<file path="src/lrupr_pkg.sv">
// Shared types and constants for the LRU page replacement unit.
`timescale 1ns / 1ps

package lrupr_pkg;

    // Fixed field widths of the ports.
    localparam int unsigned PAGE_PORT_W   = 16;
    localparam int unsigned FRAME_PORT_W  = 3;
    localparam int unsigned FAULT_W       = 32;
    localparam int unsigned CFG_W         = 4;

    localparam logic [CFG_W-1:0]   CFG_RESET = 4'd8;
    localparam logic [FAULT_W-1:0] FAULT_MAX = 32'hFFFF_FFFF;

    // Search record flags that travel along the chain of frame cells.
    typedef struct packed {
        logic go;
        logic found;
        logic has_empty;
        logic has_victim;
    } t_probe;

    // Update command broadcast to every cell at the end of a reference.
    typedef struct packed {
        logic apply;
        logic fill;
        logic clear;
        logic hit;
    } t_commit;

    // Sequencer states.
    typedef enum logic [1:0] {
        ST_IDLE,
        ST_SCAN,
        ST_COMMIT
    } t_state;

endpackage

</file>
<file path="src/lrupr_cell.sv">
// One page frame: holds page, valid bit and age rank, and forwards the search record.
`timescale 1ns / 1ps

module lrupr_cell
    import lrupr_pkg::*;
#(
    parameter int unsigned CELL_IDX = 0,
    parameter int unsigned IDX_W    = 3,
    parameter int unsigned RANK_W   = 3,
    parameter int unsigned PAGE_W   = 16
) (
    input  logic              i_clk,
    input  logic              i_rst_n,
    // Broadcast from the sequencer
    input  logic              i_active,
    input  logic [PAGE_W-1:0] i_page,
    input  t_commit           i_commit,
    input  logic [IDX_W-1:0]  i_commit_frame,
    input  logic [RANK_W-1:0] i_commit_limit,
    // Search record from the previous cell
    input  t_probe            i_probe,
    input  logic [IDX_W-1:0]  i_found_idx,
    input  logic [RANK_W-1:0] i_found_rank,
    input  logic [IDX_W-1:0]  i_empty_idx,
    input  logic [IDX_W-1:0]  i_victim_idx,
    input  logic [RANK_W-1:0] i_victim_rank,
    input  logic [PAGE_W-1:0] i_victim_page,
    // Search record to the next cell
    output t_probe            o_probe,
    output logic [IDX_W-1:0]  o_found_idx,
    output logic [RANK_W-1:0] o_found_rank,
    output logic [IDX_W-1:0]  o_empty_idx,
    output logic [IDX_W-1:0]  o_victim_idx,
    output logic [RANK_W-1:0] o_victim_rank,
    output logic [PAGE_W-1:0] o_victim_page
);

    localparam logic [IDX_W-1:0] MY_IDX = IDX_W'(CELL_IDX);

    logic              r_valid;
    logic [RANK_W-1:0] r_rank;
    logic [PAGE_W-1:0] r_page;

    t_probe            r_probe;
    logic [IDX_W-1:0]  r_found_idx;
    logic [RANK_W-1:0] r_found_rank;
    logic [IDX_W-1:0]  r_empty_idx;
    logic [IDX_W-1:0]  r_victim_idx;
    logic [RANK_W-1:0] r_victim_rank;
    logic [PAGE_W-1:0] r_victim_page;

    t_probe            n_probe;
    logic [IDX_W-1:0]  n_found_idx;
    logic [RANK_W-1:0] n_found_rank;
    logic [IDX_W-1:0]  n_empty_idx;
    logic [IDX_W-1:0]  n_victim_idx;
    logic [RANK_W-1:0] n_victim_rank;
    logic [PAGE_W-1:0] n_victim_page;

    logic w_is_me;

    assign w_is_me = (i_commit_frame == MY_IDX);

    // Fold this frame into the search record: first match, first empty, oldest frame.
    always_comb begin
        n_probe       = i_probe;
        n_found_idx   = i_found_idx;
        n_found_rank  = i_found_rank;
        n_empty_idx   = i_empty_idx;
        n_victim_idx  = i_victim_idx;
        n_victim_rank = i_victim_rank;
        n_victim_page = i_victim_page;
        if (i_active && r_valid) begin
            if (!i_probe.found && (r_page == i_page)) begin
                n_probe.found = 1'b1;
                n_found_idx   = MY_IDX;
                n_found_rank  = r_rank;
            end
            if (!i_probe.has_victim || (r_rank > i_victim_rank)) begin
                n_probe.has_victim = 1'b1;
                n_victim_idx       = MY_IDX;
                n_victim_rank      = r_rank;
                n_victim_page      = r_page;
            end
        end else if (i_active && !i_probe.has_empty) begin
            n_probe.has_empty = 1'b1;
            n_empty_idx       = MY_IDX;
        end
    end

    // Search record register; data holds after the record has passed.
    always_ff @(posedge i_clk) begin
        if (!i_rst_n) begin
            r_probe <= '0;
        end else if (i_probe.go) begin
            r_probe <= n_probe;
        end else begin
            r_probe.go <= 1'b0;
        end
    end

    always_ff @(posedge i_clk) begin
        if (i_probe.go) begin
            r_found_idx   <= n_found_idx;
            r_found_rank  <= n_found_rank;
            r_empty_idx   <= n_empty_idx;
            r_victim_idx  <= n_victim_idx;
            r_victim_rank <= n_victim_rank;
            r_victim_page <= n_victim_page;
        end
    end

    // Frame state update: the chosen frame becomes youngest, younger frames age by one.
    always_ff @(posedge i_clk) begin
        if (!i_rst_n) begin
            r_valid <= 1'b0;
            r_rank  <= '0;
        end else if (i_commit.apply) begin
            if (i_commit.clear) begin
                r_valid <= 1'b0;
                r_rank  <= '0;
            end else if (w_is_me) begin
                r_valid <= 1'b1;
                r_rank  <= '0;
            end else if (r_valid && (i_commit.fill || (r_rank < i_commit_limit))) begin
                r_rank <= r_rank + RANK_W'(1);
            end
        end
    end

    // Page store is written only when a new page is brought in.
    always_ff @(posedge i_clk) begin
        if (i_commit.apply && !i_commit.clear && !i_commit.hit && w_is_me) begin
            r_page <= i_page;
        end
    end

    assign o_probe       = r_probe;
    assign o_found_idx   = r_found_idx;
    assign o_found_rank  = r_found_rank;
    assign o_empty_idx   = r_empty_idx;
    assign o_victim_idx  = r_victim_idx;
    assign o_victim_rank = r_victim_rank;
    assign o_victim_page = r_victim_page;

endmodule

</file>
<file path="src/lru_page_replacement_unit.sv">
// Top level: sequencer, fault counter and chain of frame cells.
// A transfer sets the start register; the search record then walks the chain of frame cells
// one cell per cycle, and the decision loads the output register once that register is free.
// No new reference is taken until the decision for the previous one is made.
// A new reference is taken while the previous result still waits in the output register.
// Reset (synchronous, active low) empties all frames, clears the fault count and sets
// the frame count register to 8.
`timescale 1ns / 1ps

module lru_page_replacement_unit
    import lrupr_pkg::*;
#(
    parameter int unsigned FRAMES    = 8,
    parameter int unsigned PAGE_BITS = 16
) (
    input  logic                    i_clk,
    input  logic                    i_rst_n,
    // Configuration write channel
    input  logic                    i_cfg_valid,
    output logic                    o_cfg_ready,
    input  logic [CFG_W-1:0]        i_cfg_data,
    // Reference input channel
    input  logic                    i_in_valid,
    output logic                    o_in_ready,
    input  logic [PAGE_PORT_W-1:0]  i_page_number,
    input  logic                    i_last_reference,
    // Result output channel
    output logic                    o_out_valid,
    input  logic                    i_out_ready,
    output logic                    o_hit,
    output logic [FRAME_PORT_W-1:0] o_frame_index,
    output logic                    o_evicted_valid,
    output logic [PAGE_PORT_W-1:0]  o_evicted_page,
    output logic [FAULT_W-1:0]      o_fault_count
);

    localparam int unsigned IDX_W  = (FRAMES > 1) ? $clog2(FRAMES) : 1;
    localparam int unsigned RANK_W = IDX_W;
    localparam int unsigned PAGE_W = (PAGE_BITS < PAGE_PORT_W) ? PAGE_BITS : PAGE_PORT_W;

    t_state r_state;
    t_state n_state;

    logic [CFG_W-1:0]   r_frames_in_use;
    logic [PAGE_W-1:0]  r_page;
    logic               r_last;
    logic               r_start;
    logic               n_start;
    logic [FAULT_W-1:0] r_fault_total;
    logic [FAULT_W-1:0] n_fault_total;

    logic                    r_out_valid;
    logic                    r_out_hit;
    logic [FRAME_PORT_W-1:0] r_out_frame;
    logic                    r_out_ev_valid;
    logic [PAGE_PORT_W-1:0]  r_out_ev_page;
    logic [FAULT_W-1:0]      r_out_fault;

    logic w_in_ready;
    logic w_out_free;
    logic w_commit_go;

    // Chain wiring: entry 0 feeds the first cell, entry FRAMES leaves the last one.
    t_probe            w_probe       [FRAMES+1];
    logic [IDX_W-1:0]  w_found_idx   [FRAMES+1];
    logic [RANK_W-1:0] w_found_rank  [FRAMES+1];
    logic [IDX_W-1:0]  w_empty_idx   [FRAMES+1];
    logic [IDX_W-1:0]  w_victim_idx  [FRAMES+1];
    logic [RANK_W-1:0] w_victim_rank [FRAMES+1];
    logic [PAGE_W-1:0] w_victim_page [FRAMES+1];
    logic [FRAMES-1:0] w_active;
    logic [FRAMES:0]   w_go_vec;

    t_commit                   w_commit;
    logic [IDX_W-1:0]          w_frame;
    logic [RANK_W-1:0]         w_limit;
    logic [IDX_W+FRAME_PORT_W-1:0] w_frame_ext;
    t_probe                    w_result;

    // Configuration register; the write channel is always ready.
    assign o_cfg_ready = 1'b1;

    always_ff @(posedge i_clk) begin
        if (!i_rst_n) begin
            r_frames_in_use <= CFG_RESET;
        end else if (i_cfg_valid) begin
            r_frames_in_use <= i_cfg_data;
        end
    end

    // Active frames: frame 0 always, others below the configured count.
    genvar g;
    generate
        for (g = 0; g < FRAMES; g++) begin : g_active
            assign w_active[g] = (g == 0) || (32'(r_frames_in_use) > g);
        end
    endgenerate

    // Head of the chain: an empty search record launched in the cycle after the transfer.
    assign w_probe[0]       = '{go: r_start, found: 1'b0, has_empty: 1'b0, has_victim: 1'b0};
    assign w_found_idx[0]   = '0;
    assign w_found_rank[0]  = '0;
    assign w_empty_idx[0]   = '0;
    assign w_victim_idx[0]  = '0;
    assign w_victim_rank[0] = '0;
    assign w_victim_page[0] = '0;
    assign w_go_vec[0]      = r_start;

    generate
        for (g = 0; g < FRAMES; g++) begin : g_cell
            lrupr_cell #(
                .CELL_IDX (g),
                .IDX_W    (IDX_W),
                .RANK_W   (RANK_W),
                .PAGE_W   (PAGE_W)
            ) u_cell (
                .i_clk          (i_clk),
                .i_rst_n        (i_rst_n),
                .i_active       (w_active[g]),
                .i_page         (r_page),
                .i_commit       (w_commit),
                .i_commit_frame (w_frame),
                .i_commit_limit (w_limit),
                .i_probe        (w_probe[g]),
                .i_found_idx    (w_found_idx[g]),
                .i_found_rank   (w_found_rank[g]),
                .i_empty_idx    (w_empty_idx[g]),
                .i_victim_idx   (w_victim_idx[g]),
                .i_victim_rank  (w_victim_rank[g]),
                .i_victim_page  (w_victim_page[g]),
                .o_probe        (w_probe[g+1]),
                .o_found_idx    (w_found_idx[g+1]),
                .o_found_rank   (w_found_rank[g+1]),
                .o_empty_idx    (w_empty_idx[g+1]),
                .o_victim_idx   (w_victim_idx[g+1]),
                .o_victim_rank  (w_victim_rank[g+1]),
                .o_victim_page  (w_victim_page[g+1])
            );
            assign w_go_vec[g+1] = w_probe[g+1].go;
        end
    endgenerate

    // Decision from the finished search record, which the last cell holds.
    assign w_result = w_probe[FRAMES];
    assign w_out_free = !r_out_valid || i_out_ready;

    always_comb begin
        if (w_result.found) begin
            w_frame = w_found_idx[FRAMES];
        end else if (w_result.has_empty) begin
            w_frame = w_empty_idx[FRAMES];
        end else begin
            w_frame = w_victim_idx[FRAMES];
        end
        w_limit = w_result.found ? w_found_rank[FRAMES] : w_victim_rank[FRAMES];
    end

    assign w_frame_ext = {{FRAME_PORT_W{1'b0}}, w_frame};

    assign w_commit = '{apply: w_commit_go,
                        fill:  !w_result.found && w_result.has_empty,
                        clear: r_last,
                        hit:   w_result.found};

    // Saturating fault count including this reference.
    always_comb begin
        n_fault_total = r_fault_total;
        if (!w_result.found && (r_fault_total != FAULT_MAX)) begin
            n_fault_total = r_fault_total + FAULT_W'(1);
        end
    end

    // Sequencer: next state and handshake controls.
    always_comb begin
        n_state     = r_state;
        w_in_ready  = 1'b0;
        n_start     = 1'b0;
        w_commit_go = 1'b0;
        case (r_state)
            ST_IDLE: begin
                w_in_ready = 1'b1;
                if (i_in_valid) begin
                    n_start = 1'b1;
                    n_state = ST_SCAN;
                end
            end
            ST_SCAN: begin
                if (w_result.go) begin
                    n_state = ST_COMMIT;
                end
            end
            ST_COMMIT: begin
                if (w_out_free) begin
                    w_commit_go = 1'b1;
                    n_state     = ST_IDLE;
                end
            end
            default: begin
                n_state = ST_IDLE;
            end
        endcase
    end

    always_ff @(posedge i_clk) begin
        if (!i_rst_n) begin
            r_state <= ST_IDLE;
            r_start <= 1'b0;
        end else begin
            r_state <= n_state;
            r_start <= n_start;
        end
    end

    // Capture of the reference on its transfer.
    always_ff @(posedge i_clk) begin
        if (w_in_ready && i_in_valid) begin
            r_page <= i_page_number[PAGE_W-1:0];
            r_last <= i_last_reference;
        end
    end

    // Fault counter; the last reference of a sequence clears it after its result.
    always_ff @(posedge i_clk) begin
        if (!i_rst_n) begin
            r_fault_total <= '0;
        end else if (w_commit_go) begin
            r_fault_total <= r_last ? '0 : n_fault_total;
        end
    end

    // Output register.
    always_ff @(posedge i_clk) begin
        if (!i_rst_n) begin
            r_out_valid <= 1'b0;
        end else if (w_commit_go) begin
            r_out_valid <= 1'b1;
        end else if (i_out_ready) begin
            r_out_valid <= 1'b0;
        end
    end

    always_ff @(posedge i_clk) begin
        if (w_commit_go) begin
            r_out_hit      <= w_result.found;
            r_out_frame    <= w_frame_ext[FRAME_PORT_W-1:0];
            r_out_ev_valid <= !w_result.found && !w_result.has_empty;
            r_out_ev_page  <= (!w_result.found && !w_result.has_empty) ?
                              PAGE_PORT_W'(w_victim_page[FRAMES]) : '0;
            r_out_fault    <= n_fault_total;
        end
    end

    assign o_in_ready      = w_in_ready;
    assign o_out_valid     = r_out_valid;
    assign o_hit           = r_out_hit;
    assign o_frame_index   = r_out_frame;
    assign o_evicted_valid = r_out_ev_valid;
    assign o_evicted_page  = r_out_ev_page;
    assign o_fault_count   = r_out_fault;

    // At most one search record is in flight along the chain.
    a_single_probe: assert property (@(posedge i_clk) disable iff (!i_rst_n)
        $onehot0(w_go_vec))
        else $error("more than one search record in the chain");

    // A new reference is taken only when no search is in flight.
    a_ready_idle: assert property (@(posedge i_clk) disable iff (!i_rst_n)
        o_in_ready |-> (w_go_vec == '0))
        else $error("reference taken while a search is in flight");

    // A hit never reports an eviction.
    a_hit_no_evict: assert property (@(posedge i_clk) disable iff (!i_rst_n)
        o_out_valid |-> !(o_hit && o_evicted_valid))
        else $error("hit reported together with an eviction");

    // Without an eviction the evicted page reads as zero.
    a_evict_zero: assert property (@(posedge i_clk) disable iff (!i_rst_n)
        (o_out_valid && !o_evicted_valid) |-> (o_evicted_page == '0))
        else $error("evicted page not zero without an eviction");

    // A decision loads the output register and raises the result valid.
    a_commit_to_out: assert property (@(posedge i_clk) disable iff (!i_rst_n)
        w_commit_go |=> o_out_valid)
        else $error("decision did not load the output register");

endmodule

</file>
<file path="config.mk">
export PLATFORM = sky130hd
export DESIGN_NAME = lru_page_replacement_unit
export DESIGN_NICKNAME = d
export VERILOG_FILES = /design/src/lrupr_pkg.sv /design/src/lrupr_cell.sv /design/src/lru_page_replacement_unit.sv
export SDC_FILE = /design/constraint.sdc
export NUM_CORES = 1
export LEC_CHECK = 0
export ABC_AREA = 1
export BUFFER_PORTS_ARGS = -buffer_cell sky130_fd_sc_hd__buf_2
export CAP_MARGIN = 5
export CORE_MARGIN = 4
export CORE_UTILIZATION = 28
export CTS_BUF_LIST = sky130_fd_sc_hd__clkbuf_2
export DETAILED_ROUTE_END_ITERATION = 12
export SYNTH_ARGS = -nofsm -noshare
export SYNTH_HDL_FRONTEND = slang
export SYNTH_SLANG_ARGS = --single-unit
</file>
<file path="constraint.sdc">
create_clock -name i_clk -period 4.85 [get_ports i_clk]
set_clock_uncertainty 0.1 [all_clocks]
set_input_delay 0.97 -clock i_clk [delete_from_list [all_inputs] [get_ports i_clk]]
set_output_delay 0.97 -clock i_clk [all_outputs]
set_load 0.005 [all_outputs]
</file>
# == After elaboration in Yosys (flattened, before gate mapping) ==
# Cells that the tools add are included.
# Widths: inputs -> output; s select.
# op_classes
n_addsub,9
order_cmp,22
eq_ne,21
n_mux,188
reduce_logical,122
# op_table
cell,n
$mux 3,91
$mux 16,14
$eq 16x16->1,8
$mux 1,77
$mux 32,2
$logic_and 1x1->1,43
$reduce_and 2->1,18
$add 32x1->32 const B,1
$ne 32x32->1 const B,1
$logic_not 1->1,25
$add 3x1->3 const B,8
$lt 3x3->1,8
$reduce_bool 3->1,8
$gt 3x3->1,7
$reduce_bool 2->1,9
$gt 4x3->1 const B,4
$logic_or 1x1->1,16
$eq 3x3->1 const B,4
$gt 4x2->1 const B,2
$eq 3x2->1 const B,2
$mux 2,3
$pmux 2 s3,1
$gt 4x1->1 const B,1
$ne 2x2->1 const B,2
7 further kinds,7
# word_totals
ff_bits,540
out_inout_bits,56
word_cells,474

# == Longest topological paths before layout ==
# Gate-level depths: netlist (run 1).
# logic_depth
ltp_word,7
depth_mapped,12
ltp_nobuf,12

# == Cells and area by module ==
# Synthesis (run 1) repeated with hierarchy kept, for this count alone.
# unflattened
hier_cells,3157
hier_area_um2,27293.7
# by_module_without_submodules
module,n_inst,cells_each,area_per_inst_um2
lrupr_cell at g_cell[1].u_cell ...,2,330,2800.2
lrupr_cell at g_cell[3].u_cell ...,2,300,2666.3
lru_page_replacement_unit,1,645,5323.9
lrupr_cell at g_cell[0].u_cell,1,326,2813.9
lrupr_cell at g_cell[4].u_cell,1,325,2800.2
lrupr_cell at g_cell[5].u_cell,1,301,2728.9
lrupr_cell at g_cell[7].u_cell,1,300,2693.8

# == Least setup slack after synthesis (run 1) ==
# OpenSTA, ideal clock, no wires.
# synth_timing
path_type,in2reg
start,input i_out_ready
end,register g_cell[6].u_cell.r_page[0] (enable)
setup_ns,0.389
t_arrival_ns,3.896
t_required_ns,4.361
slack_ns,0.466
path_stages,5
n_path_buf,1
path_cell_list,nor2_1 -> nor2_4 -> clkbuf_1 -> nand3_1 -> nor2_1
# synth_rtl
element,line,source
"start, declared",lru_page_replacement_unit.sv:29,"input logic i_out_ready,"
"end signal, assigned",lrupr_cell.sv:134,r_page <= i_page;
"end, declared",lrupr_cell.sv:42,logic [PAGE_W-1:0] r_page;

# == Worst setup path in the final report (run 1) ==
# layout_timing
start,register g_cell[7].u_cell.r_probe (netlist bit g_cell[7].u_cell.o_probe[2])
end,register g_cell[3].u_cell.r_page[1] (enable)
# layout_between
elab_chain_len,3
word_cells_on_any_way,5
# layout_rtl
element,line,source
"start, declared",lrupr_cell.sv:44,t_probe r_probe;
"start signal, assigned",lrupr_cell.sv:96,r_probe <= n_probe;
$mux 3 / $logic_not 1->1 (equally long branches),"lru_page_replacement_unit.sv:148, lrupr_cell.sv:133",
$eq 3x2->1 / $logic_and 1x1->1 (equally long branches),"lrupr_cell.sv:62, lrupr_cell.sv:133",
$logic_and 1x1->1 *,lrupr_cell.sv:133,if (i_commit.apply && !i_commit.clear && !i_commit.hit && w_is_me) begin
"end signal, assigned",lrupr_cell.sv:134,
"end, declared",lrupr_cell.sv:42,
# Every way passes the cells marked *; elsewhere a longest branch is shown, timed or not.
# A chain may end at the register's enable or synchronous reset.

==> summary.md, run 1 <==
| Metric | Value |
|---|---|
| Status | `finished clean` |
| Fmax | `slightly above 0.3 GHz` |
| Num ports | `82` |
| Setup repair after global routing missed its margin | `no` |
| Largest net degree at the start of global routing | `78` |
| Vias in the first global route | `16900` |
| Clock power frac | `0.371` |
| Placed cell area | `roughly 0.026 mm²` |
| Clk slew on worst S/H paths | `between 100 and 150 ps` |
| Mapped Area | `approximately 0.024 mm²` |
| Mapped Nets | `between 2000 and 2500` |
| RD Place Congestion | `0.851` |
| # rows | `around 110` |
| Fin crit period | `3260 ps` |
| Chip Width | `approximately 300 µm` |
| Critical path class | `reg2reg` |
| Most frequent cells in the layout | `nand2_1 (623), edfxtp_1 (425), inv_1 (273)` |
| Commonest non-fill, non-tap cell in the layout | `nand2_1` |
| Slew HR | `0.187` |
| Total Wirelength | `57600 µm` |
| Sequential area share after synthesis | `0.619` |
| Syn. warnings | `0` |
| Cell area power density | `304 mW/mm²` |
| Clk buf depth | `3` |
| Arrival time at the worst endpoint | `a little under 4000 ps` |
| Largest area contributor in the netlist | `edfxtp_1` |
| GRT Overall Usage | `0.128` |
| Fin area | `0.0272 mm²` |
| Post-route DRC | `0` |
| Net count, final | `2682` |
| Maximum vdd drop | `187 µV` |
| Leakage | `10.9 nW` |
| Crit-path max FO | `17` |
| Synth Instances | `around 2400` |
| Synth top area cells | `edfxtp_1 (53%), nand2_1 (9.8%), dfxtp_1 (8.6%)` |
| Setup violators final | `0` |
| Internal Power | `0.00621 W` |
| Clock Latency Late Sink | `~1300 ps` |
| Setup TNS | `0 ps` |
| Layout cells sized above 1 | `0.157` |
| Grt total ovfl | `0` |
| Die height | `around 300 µm` |
| Fin Hold WS | `approximately 230 ps` |
| #FFs+latches synth | `between 500 and 600` |
| Crit. End Element | `register` |
| Max-Cap Viols | `0` |
| Data required, critical path | `5550 ps` |
| Initial antenna violation count | `2` |
| CTS root buf | `clkbuf_2` |
| Slew at the pin closest to its max-slew limit | `between 1000 and 1500 ps` |
| Logic pwr share | `0.033` |
| Seq pwr share | `0.596` |
| Period utilization | `0.672` |
| First-pass GRT wire length | `90600 µm` |
| Starting density of the core | `0.284` |
| Avg Cell Area, Syn | `around 10 µm²` |
| Slew Viols, Final | `0` |
| Pwr Total | `approximately 0.0083 W` |
| Wire per inst | `between 10 and 15 µm` |
| Via count | `16900` |
| Sw Ratio | `0.249` |
| Fin. Hold Viols | `0` |
| H-tree depth | `4` |
| Yosys top cell area share | `0.533` |
| DPL Wire Length | `between 40000 and 50000 µm` |
| Crit start category | `register` |
| Final ANT Viol Nets | `0` |
| Switching power | `roughly 0.0021 W` |
| CTS tree | `built` |
| Post-synth cell types | `47` |
| Port bufs | `80` |
| Vias per Instance | `approximately 4.4` |
| HP Class | `in2reg` |
| Inserted Clock Buffers | `around 140` |
| Core footprint | `roughly 0.084 mm²` |
| Layout area overhead | `13.6%` |
| Die area | `between 0.09 and 0.1 mm²` |
| Detailed Route Iter0 Violations | `1095` |
| Clock Sinks | `528` |
| Pre-antenna DRT Iters | `6` |
[routing by layer]
metal	part of all wire	GRT usage	wire (µm)	up-vias
li1	-	-	-	8526
met1	0.43	0.156	24900	7758
met2	0.49	0.218	28000	442
met3	0.056	0.0310	3220	130
met4	0.027	0.0532	1550	0
met5	0	0	0	-
[per-stage QoR]
stage	cells	setup WS [ps]	util
2_1_floorplan	2389	466	-
3_3_place_gp	3566	1240	0.305
3_5_place_dp	3566	1240	0.305
4_1_cts	3837	1450	0.323
5_1_grt	3843	1360	0.323
6_report	3844	1590	0.323
[critical path, stage by stage (launching register included)]
cell	delay [ps]
dfxtp_1	850
nor2_1	170
nand2_1	130
inv_1	50
nor2_1	310
nand3_1	250
nor2_1	970
[state kept, by name, indices dropped and copies added, names as in the netlist, 2 cells and up]
name / cells
g_cell.u_cell.o_found_idx: 17
g_cell.u_cell.o_found_rank: 24
g_cell.u_cell.o_victim_rank: 24
o_fault_count: 32
g_cell.u_cell.o_probe: 31
g_cell.u_cell.r_rank: 24
g_cell.u_cell.o_empty_idx: 17
g_cell.u_cell.r_page: 128
r_frames_in_use: 4
r_fault_total: 32
r_state: 2
g_cell.u_cell.o_victim_page: 128
o_evicted_page: 16
g_cell.u_cell.o_victim_idx: 17
r_page: 16
o_frame_index: 3
g_cell.u_cell.r_valid: 8
[cell usage after synthesis (all sizes together)]
| library cell | count |
|---|---|
| nand2 | 638 |
| edfxtp | 425 |
| inv | 279 |
| nor2 | 187 |
| nand3 | 159 |
| o21ai | 112 |
| a21oi | 107 |
| dfxtp | 103 |
| xor2 | 49 |
| ha | 46 |
| buf | 39 |
| nand4 | 34 |
| o22ai | 32 |
| clkbuf | 31 |
| xnor2 | 31 |
| nor3 | 25 |
| and2 | 21 |
| mux2 | 17 |
| nand3b | 13 |
| a31oi | 11 |
| or2 | 10 |
| a21o | 3 |
| clkinv | 3 |
| o21a | 3 |
| a211oi | 2 |
| a221oi | 2 |
| mux2i | 2 |
| a21boi | 1 |
| conb | 1 |
| nor3b | 1 |
| nor4 | 1 |
| o2111ai | 1 |
[logic make-up after synthesis]
kind of cell / count (synthesis) / synth area share
multiplexers: 19 / 0.00883
XOR/XNOR: 80 / 0.0293
AND/OR/NAND/NOR: 1089 / 0.196
other: 1 / 0.000157
flip-flops: 528 / 0.619
adder cells (fa/ha/maj): 46 / 0.0240
buffers and inverters: 352 / 0.0596
AO/OA/AOI/OAI: 274 / 0.0626
[timing repair]
item | 4_1_cts | 5_1_grt
hold buffers | 31 | 0
setup endpoints to repair | 0 | 0
endpoints found under the hold margin | 25 | 0
buffers inserted | 0 | 0
gates resized for setup | 0 | 0
[final cells by class]
cell class / instances / area (µm²)
fillers: 8711 / 57000
inverters: 282 / 1060
repair buffers: 146 / 973
clock buffers: 204 / 1020
multi-input cells: 1509 / 7700
flip-flops and latches: 528 / 14800
clock inverters: 36 / 205
well taps: 1134 / 1420
diodes: 5 / 12.5
[path summary, 6_finish.rpt]
check / from / to / slack [ps] / cells after the start
setup / recovery: g_cell[7].u_cell.o_probe[2] / g_cell[3].u_cell.r_page[1] / 1590 / 6
hold / removal: i_rst_n / g_cell[2].u_cell.o_probe[3] / 230 / 4
setup reg to reg: g_cell[7].u_cell.o_probe[2] / g_cell[3].u_cell.r_page[1] / 1590 / 6
hold reg to reg: r_start / g_cell[0].u_cell.o_probe[3] / 350 / 2
[power groups by stage]
stage               clock (W)  sequential (W)  combinational (W)
floorplan                   0         0.00503           0.000149
global placement            0         0.00503           0.000253
finish                0.00307         0.00493           0.000272
detailed placement          0         0.00503           0.000254
global route          0.00346         0.00493           0.000304
CTS                   0.00322         0.00493           0.000275
(Power assumes the default switching activity.)
==> run 2, diff against run 1 <==
==> constraint.sdc (replaced) <==
create_clock -name i_clk -period 2.7 [get_ports i_clk]
set_clock_uncertainty 0.1 [all_clocks]
set_input_delay 0.54 -clock i_clk [delete_from_list [all_inputs] [get_ports i_clk]]
set_output_delay 0.54 -clock i_clk [all_outputs]
set_load 0.005 [all_outputs]
==> summary.md, run 2 (synthesis gave the netlist of run 1 again) <==
| Metric | Value |
|---|---|
| Status | `finished clean (unchanged)` |
| Port bufs | `80 (unchanged)` |
| Slew Viols, Final | `0 (unchanged)` |
| Sequential cell area | `0.0148 mm² (unchanged)` |
| Layout Utilization | `0.332 (was 0.323)` |
| Final WS setup | `191 ps (was 1590 ps)` |
| Fin area | `0.0280 mm² (was 0.0272 mm²)` |
| Reg2reg end | `g_cell[2].u_cell.o_victim_page[9] (was g_cell[3].u_cell.r_page[1])` |
| Vias per Instance | `4.37 (was 4.39)` |
| Wire per inst | `15.0 µm (about the same)` |
| Clk slew on worst S/H paths | `100 ps (was 110 ps)` |
| R2r worst-path depth | `10 (was 6)` |
| CTS tree | `built (unchanged)` |
| Sum of buffers and inverters on the critical path | `3 (was 1)` |
| First-pass GRT wire length | `92900 µm (was 90600 µm)` |
| Max-Cap Viols | `0 (unchanged)` |
| Hold EP | `g_cell[7].u_cell.o_empty_idx[1] (was g_cell[2].u_cell.o_probe[3])` |
| Switching power | `0.00377 W (was 0.00206 W)` |
| Crit start category | `register (unchanged)` |
| Maximum vdd drop | `308 µV (was 187 µV)` |
| Logic pwr share | `0.035 (was 0.033)` |
| CTS root buf | `clkbuf_2 (unchanged)` |
| Slowest CP cell | `nor2_2 (was nor2_1)` |
| Clock Latency Late Sink | `1280 ps (was 1260 ps)` |
| Via count | `17100 (was 16900)` |
| Leakage | `11.2 nW (was 10.9 nW)` |
| Clock Sinks | `528 (unchanged)` |
| H-tree depth | `4 (unchanged)` |
| CP Cell Sequence | `inv_1 > ha_1 > nand2_1 > o21ai_0 > a21oi_1 > nor2_2 > inv_1 > buf_4 > nand2_1 > o21ai_0 (was nor2_1 > nand2_1 > inv_1 > nor2_1 > nand3_1 > nor2_1)` |
| Final ANT Viol Nets | `0 (unchanged)` |
| Seq pwr share | `0.574 (was 0.596)` |
| Fin crit period | `2510 ps (was 3260 ps)` |
| Period utilization | `0.929 (was 0.672)` |
| DPL Wire Length | `42400 µm (was 40600 µm)` |
| Chip Width | `300 µm (unchanged)` |
| Worst hold stages | `2 (was 4)` |
| Fmax | `0.399 GHz (was 0.307 GHz)` |
| Grt total ovfl | `0 (unchanged)` |
| # rows | `106 (unchanged)` |
| Pre-antenna DRT Iters | `5 (was 6)` |
| Multi-input logic area | `0.00770 mm² (about the same)` |
| Setup violators final | `0 (unchanged)` |
| Hold Startpoint | `g_cell[6].u_cell.o_empty_idx[1] (was i_rst_n)` |
| Worst R2R Setup Slack | `190 ps (was 1590 ps)` |
| Critical path class | `reg2reg (unchanged)` |
| Cell area power density | `551 mW/mm² (was 304 mW/mm²)` |
| Commonest non-fill, non-tap cell in the layout | `nand2_1 (unchanged)` |
| Placed cell area | `0.0260 mm² (was 0.0256 mm²)` |
| Internal Power | `0.0117 W (was 0.00621 W)` |
| GRT Overall Usage | `0.131 (was 0.128)` |
| Initial antenna violation count | `4 (was 2)` |
| Data required, critical path | `3560 ps (was 5550 ps)` |
| Reg-to-Reg Start | `g_cell[1].u_cell.o_victim_rank[2] (was g_cell[7].u_cell.o_probe[2])` |
| Vias in the first global route | `17200 (was 16900)` |
| FILL cells | `8681 (was 8711)` |
| Crit-path max FO | `23 (was 17)` |
| Fin. Hold Viols | `0 (unchanged)` |
| Layout area overhead | `16.8% (was 13.6%)` |
| Largest net degree at the start of global routing | `78 (unchanged)` |
| Layout cells sized above 1 | `0.172 (was 0.157)` |
| CP max stage delay | `530 ps (was 970 ps)` |
| Setup repair after global routing missed its margin | `no (unchanged)` |
| Slew at the pin closest to its max-slew limit | `874 ps (was 1210 ps)` |
| RD Place Congestion | `0.872 (was 0.851)` |
| Top delay family on crit path | `simple AND/OR/NAND/NOR gates (unchanged)` |
| Clock power frac | `0.391 (was 0.371)` |
| Starting density of the core | `0.284 (unchanged)` |
| Total Wirelength | `58700 µm (was 57600 µm)` |
| Net count, final | `2742 (was 2682)` |
| Core footprint | `0.0842 mm² (unchanged)` |
| Clk buf depth | `3 (unchanged)` |
| Die area | `0.0903 mm² (unchanged)` |
| Inserted Clock Buffers | `143 (unchanged)` |
| Detailed Route Iter0 Violations | `950 (was 1095)` |
| Post-CTS Setup Repair Bufs | `0 (unchanged)` |
| Fin Hold WS | `346 ps (was 228 ps)` |
| HP Class | `reg2reg (was in2reg)` |
| Crit. End Element | `register (unchanged)` |
| Setup WS pre-CTS | `211 ps (was 1240 ps)` |
| Num ports | `82 (unchanged)` |
| Die height | `300 µm (unchanged)` |
| Arrival time at the worst endpoint | `3370 ps (was 3960 ps)` |
| Post-route DRC | `0 (unchanged)` |
| Slew HR | `0.417 (was 0.187)` |
| Sw Ratio | `0.244 (was 0.249)` |
| Most frequent cells in the layout | `nand2_1 (623), edfxtp_1 (425), inv_1 (273) (unchanged)` |
## run 2: changes by cell type in the layout (fill, tap and decap cells not counted), sizes merged
| cell | before | now |
|---|---|---|
| clkbuf | 204 | 220 |
| buf | 115 | 147 |
| diode | 5 | 2 |
| clkinv | 28 | 32 |
| bufinv | 2 | 5 |
| dlygate4sd3 | 31 | 59 |
| clkinvlp | 4 | 0 |
## run 2: routing by layer
metal  track usage  share of wire
met5             0        0.00036
met4        0.0512          0.023
met3        0.0318          0.057
met2         0.227           0.49
met1         0.157           0.43
## run 2: area by class of cell
| cell class | instances | area share |
|---|---|---|
| repair buffers | 206 | 0.0556 |
| flip-flops and latches | 528 | 0.530 |
| multi-input cells | 1509 | 0.275 |
| clock buffers | 220 | 0.0394 |
| inverters | 282 | 0.0378 |
| well taps | 1134 | 0.0507 |
| clock inverters | 39 | 0.0111 |
| diodes | 2 | 0.000179 |
## run 2: power by group through the flow
stage                     registers, W  clock network, W  logic [W]
after floorplan                0.00903                 0   0.000267
after global placement         0.00904                 0   0.000475
after detailed placement       0.00904                 0   0.000479
after CTS                      0.00885           0.00631   0.000547
after global routing           0.00886           0.00677   0.000602
final                          0.00885           0.00603   0.000544
## run 2: worst max-delay path by stage
stage | start | endpoint | slack (ps) | cells after the start
3_3_place_gp | i_out_ready | g_cell[7].u_cell.r_page[4] | 290 | 8
4_1_cts | o_evicted_valid | o_evicted_valid | -40 | 1
3_5_place_dp | g_cell[1].u_cell.o_victim_rank[2] | g_cell[2].u_cell.o_victim_page[9] | 210 | 10
2_1_floorplan | i_out_ready | g_cell[3].u_cell.r_page[0] | 230 | 6
6_report | g_cell[1].u_cell.o_victim_rank[2] | g_cell[2].u_cell.o_victim_page[9] | 190 | 10
5_1_grt | o_evicted_valid | o_evicted_valid | 20 | 1
## run 2: worst reg2reg max path, stage by stage, from the launching register on
cell	delay (ps)
edfxtp_1	340
inv_1	60
ha_1	310
nand2_1	50
o21ai_0	150
a21oi_1	100
nor2_2	530
inv_1	190
buf_4	260
nand2_1	90
o21ai_0	90
## run 2: timing repair
action                                  CTS  global route
hold endpoints to repair                174             0
resized for setup                         1             0
endpoints found under the setup margin    4             0
hold buffers                             59             0
## run 2: metrics by stage
stage	total power, W	std cells	setup TNS (ps)
floorplan	0.00930	2389	0
global placement	0.00951	3600	0
detailed placement	0.00952	3600	0
CTS	0.0157	3918	-87.9
global route	0.0162	3920	0
finish	0.0154	3920	0
==> run 3, diff against run 2 <==
--- a/config.mk
+++ b/config.mk
@@ -8,6 +8,7 @@
 export ABC_AREA = 1
 export BUFFER_PORTS_ARGS = -buffer_cell sky130_fd_sc_hd__buf_2
 export CAP_MARGIN = 5
+export CORE_ASPECT_RATIO = 0.75
 export CORE_MARGIN = 4
 export CORE_UTILIZATION = 28
 export CTS_BUF_LIST = sky130_fd_sc_hd__clkbuf_2
==> summary.md, run 3 (synthesis gave the netlist of run 1 again) <==
| Metric | Value |
|---|---|
| Cell area power density | `539 mW/mm² (was 551 mW/mm²)` |
| Critical path class | `reg2reg (unchanged)` |
| First-pass GRT wire length | `92300 µm (was 92900 µm)` |
| Wire per inst | `15.3 µm (was 15.0 µm)` |
| Initial antenna violation count | `3 (was 4)` |
| Commonest non-fill, non-tap cell in the layout | `nand2_1 (unchanged)` |
| Die area | `0.0903 mm² (about the same)` |
| Pre-antenna DRT Iters | `7 (was 5)` |
| Crit. End Element | `register (unchanged)` |
| Fmax | `0.410 GHz (was 0.399 GHz)` |
| Post-route DRC | `0 (unchanged)` |
| H-tree depth | `4 (unchanged)` |
| Port bufs | `80 (unchanged)` |
| Die height | `261 µm (was 300 µm)` |
| Leakage | `11.1 nW (was 11.2 nW)` |
| Net count, final | `2725 (was 2742)` |
| Layout cells sized above 1 | `0.165 (was 0.172)` |
| Arrival time at the worst endpoint | `3210 ps (was 3370 ps)` |
| Setup repair after global routing missed its margin | `no (unchanged)` |
| Period utilization | `0.903 (was 0.929)` |
| CTS tree | `built (unchanged)` |
| Sw Ratio | `0.244 (about the same)` |
| Seq pwr share | `0.591 (was 0.574)` |
| Fin cells | `3881 (was 3920)` |
| Largest net degree at the start of global routing | `78 (unchanged)` |
| Switching power | `0.00366 W (was 0.00377 W)` |
| Placed cell area | `0.0261 mm² (was 0.0260 mm²)` |
| Setup TNS | `0 ps (unchanged)` |
| Layout area overhead | `16.0% (was 16.8%)` |
| Vias in the first global route | `16400 (was 17200)` |
| Clock Sinks | `528 (unchanged)` |
| Internal Power | `0.0113 W (was 0.0117 W)` |
| Vias per Instance | `4.44 (was 4.37)` |
| Fin. Hold Viols | `0 (unchanged)` |
| DPL Wire Length | `42500 µm (was 42400 µm)` |
| # rows | `92 (was 106)` |
| Slew Viols, Final | `0 (unchanged)` |
| Max-Cap Viols | `0 (unchanged)` |
| Fin area | `0.0278 mm² (was 0.0280 mm²)` |
| Status | `finished clean (unchanged)` |
| Slew HR | `0.459 (was 0.417)` |
| Maximum vdd drop | `276 µV (was 308 µV)` |
| Most frequent cells in the layout | `nand2_1 (623), edfxtp_1 (425), inv_1 (273) (unchanged)` |
| Starting density of the core | `0.284 (about the same)` |
| Grt total ovfl | `0 (unchanged)` |
| GRT Overall Usage | `0.129 (was 0.131)` |
| Chip Width | `346 µm (was 300 µm)` |
| RD Place Congestion | `0.894 (was 0.872)` |
| CTS root buf | `clkbuf_2 (unchanged)` |
| Crit-path max FO | `23 (unchanged)` |
| Setup WS pre-CTS | `270 ps (was 211 ps)` |
| Slew at the pin closest to its max-slew limit | `811 ps (was 874 ps)` |
| Total Wirelength | `59300 µm (was 58700 µm)` |
| Inserted Clock Buffers | `130 (was 143)` |
| Final ANT Viol Nets | `0 (unchanged)` |
| Data required, critical path | `3470 ps (was 3560 ps)` |
| Clk slew on worst S/H paths | `110 ps (was 100 ps)` |
| Clock Latency Late Sink | `1160 ps (was 1280 ps)` |
| Placed cell count | `3599 (was 3600)` |
| Setup violators final | `0 (unchanged)` |
| Core footprint | `0.0844 mm² (was 0.0842 mm²)` |
| Clk buf depth | `3 (unchanged)` |
| Via count | `17200 (was 17100)` |
| Detailed Route Iter0 Violations | `1558 (was 950)` |
| Num ports | `82 (unchanged)` |
| Fin crit period | `2440 ps (was 2510 ps)` |
| Clock power frac | `0.372 (was 0.391)` |
| HP Class | `in2reg (was reg2reg)` |
| Crit start category | `register (unchanged)` |
| Logic pwr share | `0.037 (was 0.035)` |
| Final WS setup | `261 ps (was 191 ps)` |
## run 3: worst max-delay path: stages (launching register included)
cell and delay [ps]:
edfxtp_1 340, inv_1 60, ha_1 320, nand2_1 60, o21ai_0 150, a21oi_1 100, nor2_2 480, inv_1 160
buf_4 250, nand2_1 80, o21ai_0 90
## run 3: power groups by stage
stage / Combinational, W / Sequential, W / Clock (W)
after global placement: 0.000483 / 0.00904 / 0
after detailed placement: 0.000488 / 0.00904 / 0
after floorplan: 0.000267 / 0.00903 / 0
after CTS: 0.000546 / 0.00885 / 0.00579
final: 0.000552 / 0.00885 / 0.00558
after global routing: 0.000605 / 0.00886 / 0.00625
## run 3: repair_timing
action	in CTS	in global routing
setup buffers	0	0
gates resized for setup	0	0
endpoints found under the hold margin	136	0
hold buffers	50	0
## run 3: stage by stage
step / util / hold WS [ps] / total power, W
floorplan: - / 309 / 0.00930
global placement: 0.309 / 355 / 0.00952
detailed placement: 0.309 / 363 / 0.00953
CTS: 0.329 / 100 / 0.0152
global route: 0.329 / 170 / 0.0157
finish: 0.329 / 244 / 0.0150
## run 3: path summary, 6_finish.rpt
kind | from | endpoint | slack, ps | depth (start not counted)
hold / removal | i_cfg_valid | r_frames_in_use[1] | 240 | 4
setup / recovery | g_cell[1].u_cell.o_victim_rank[2] | g_cell[2].u_cell.o_victim_page[10] | 260 | 10
hold reg to reg | g_cell[4].u_cell.o_victim_idx[2] | g_cell[5].u_cell.o_victim_idx[2] | 370 | 1
setup reg to reg | g_cell[1].u_cell.o_victim_rank[2] | g_cell[2].u_cell.o_victim_page[10] | 260 | 10
## run 3: layout make-up
type	count	area (µm²)
Fill cell	8641	56600
Sequential cell	528	14800
Multi-Input combinational cell	1509	7700
Timing Repair Buffer	202	1570
Tap cell	1128	1410
Inverter	282	1060
Clock buffer	200	1000
Clock inverter	29	221
Antenna cell	3	7.51
## run 3: layer usage
metal | share of wire | global-route usage | vias to the layer above
li1 | - | - | 8605
met1 | 0.50 | 0.198 | 7971
met2 | 0.40 | 0.182 | 597
met3 | 0.079 | 0.0303 | 74
met4 | 0.013 | 0.0324 | 2
met5 | 0.00020 | 0 | -
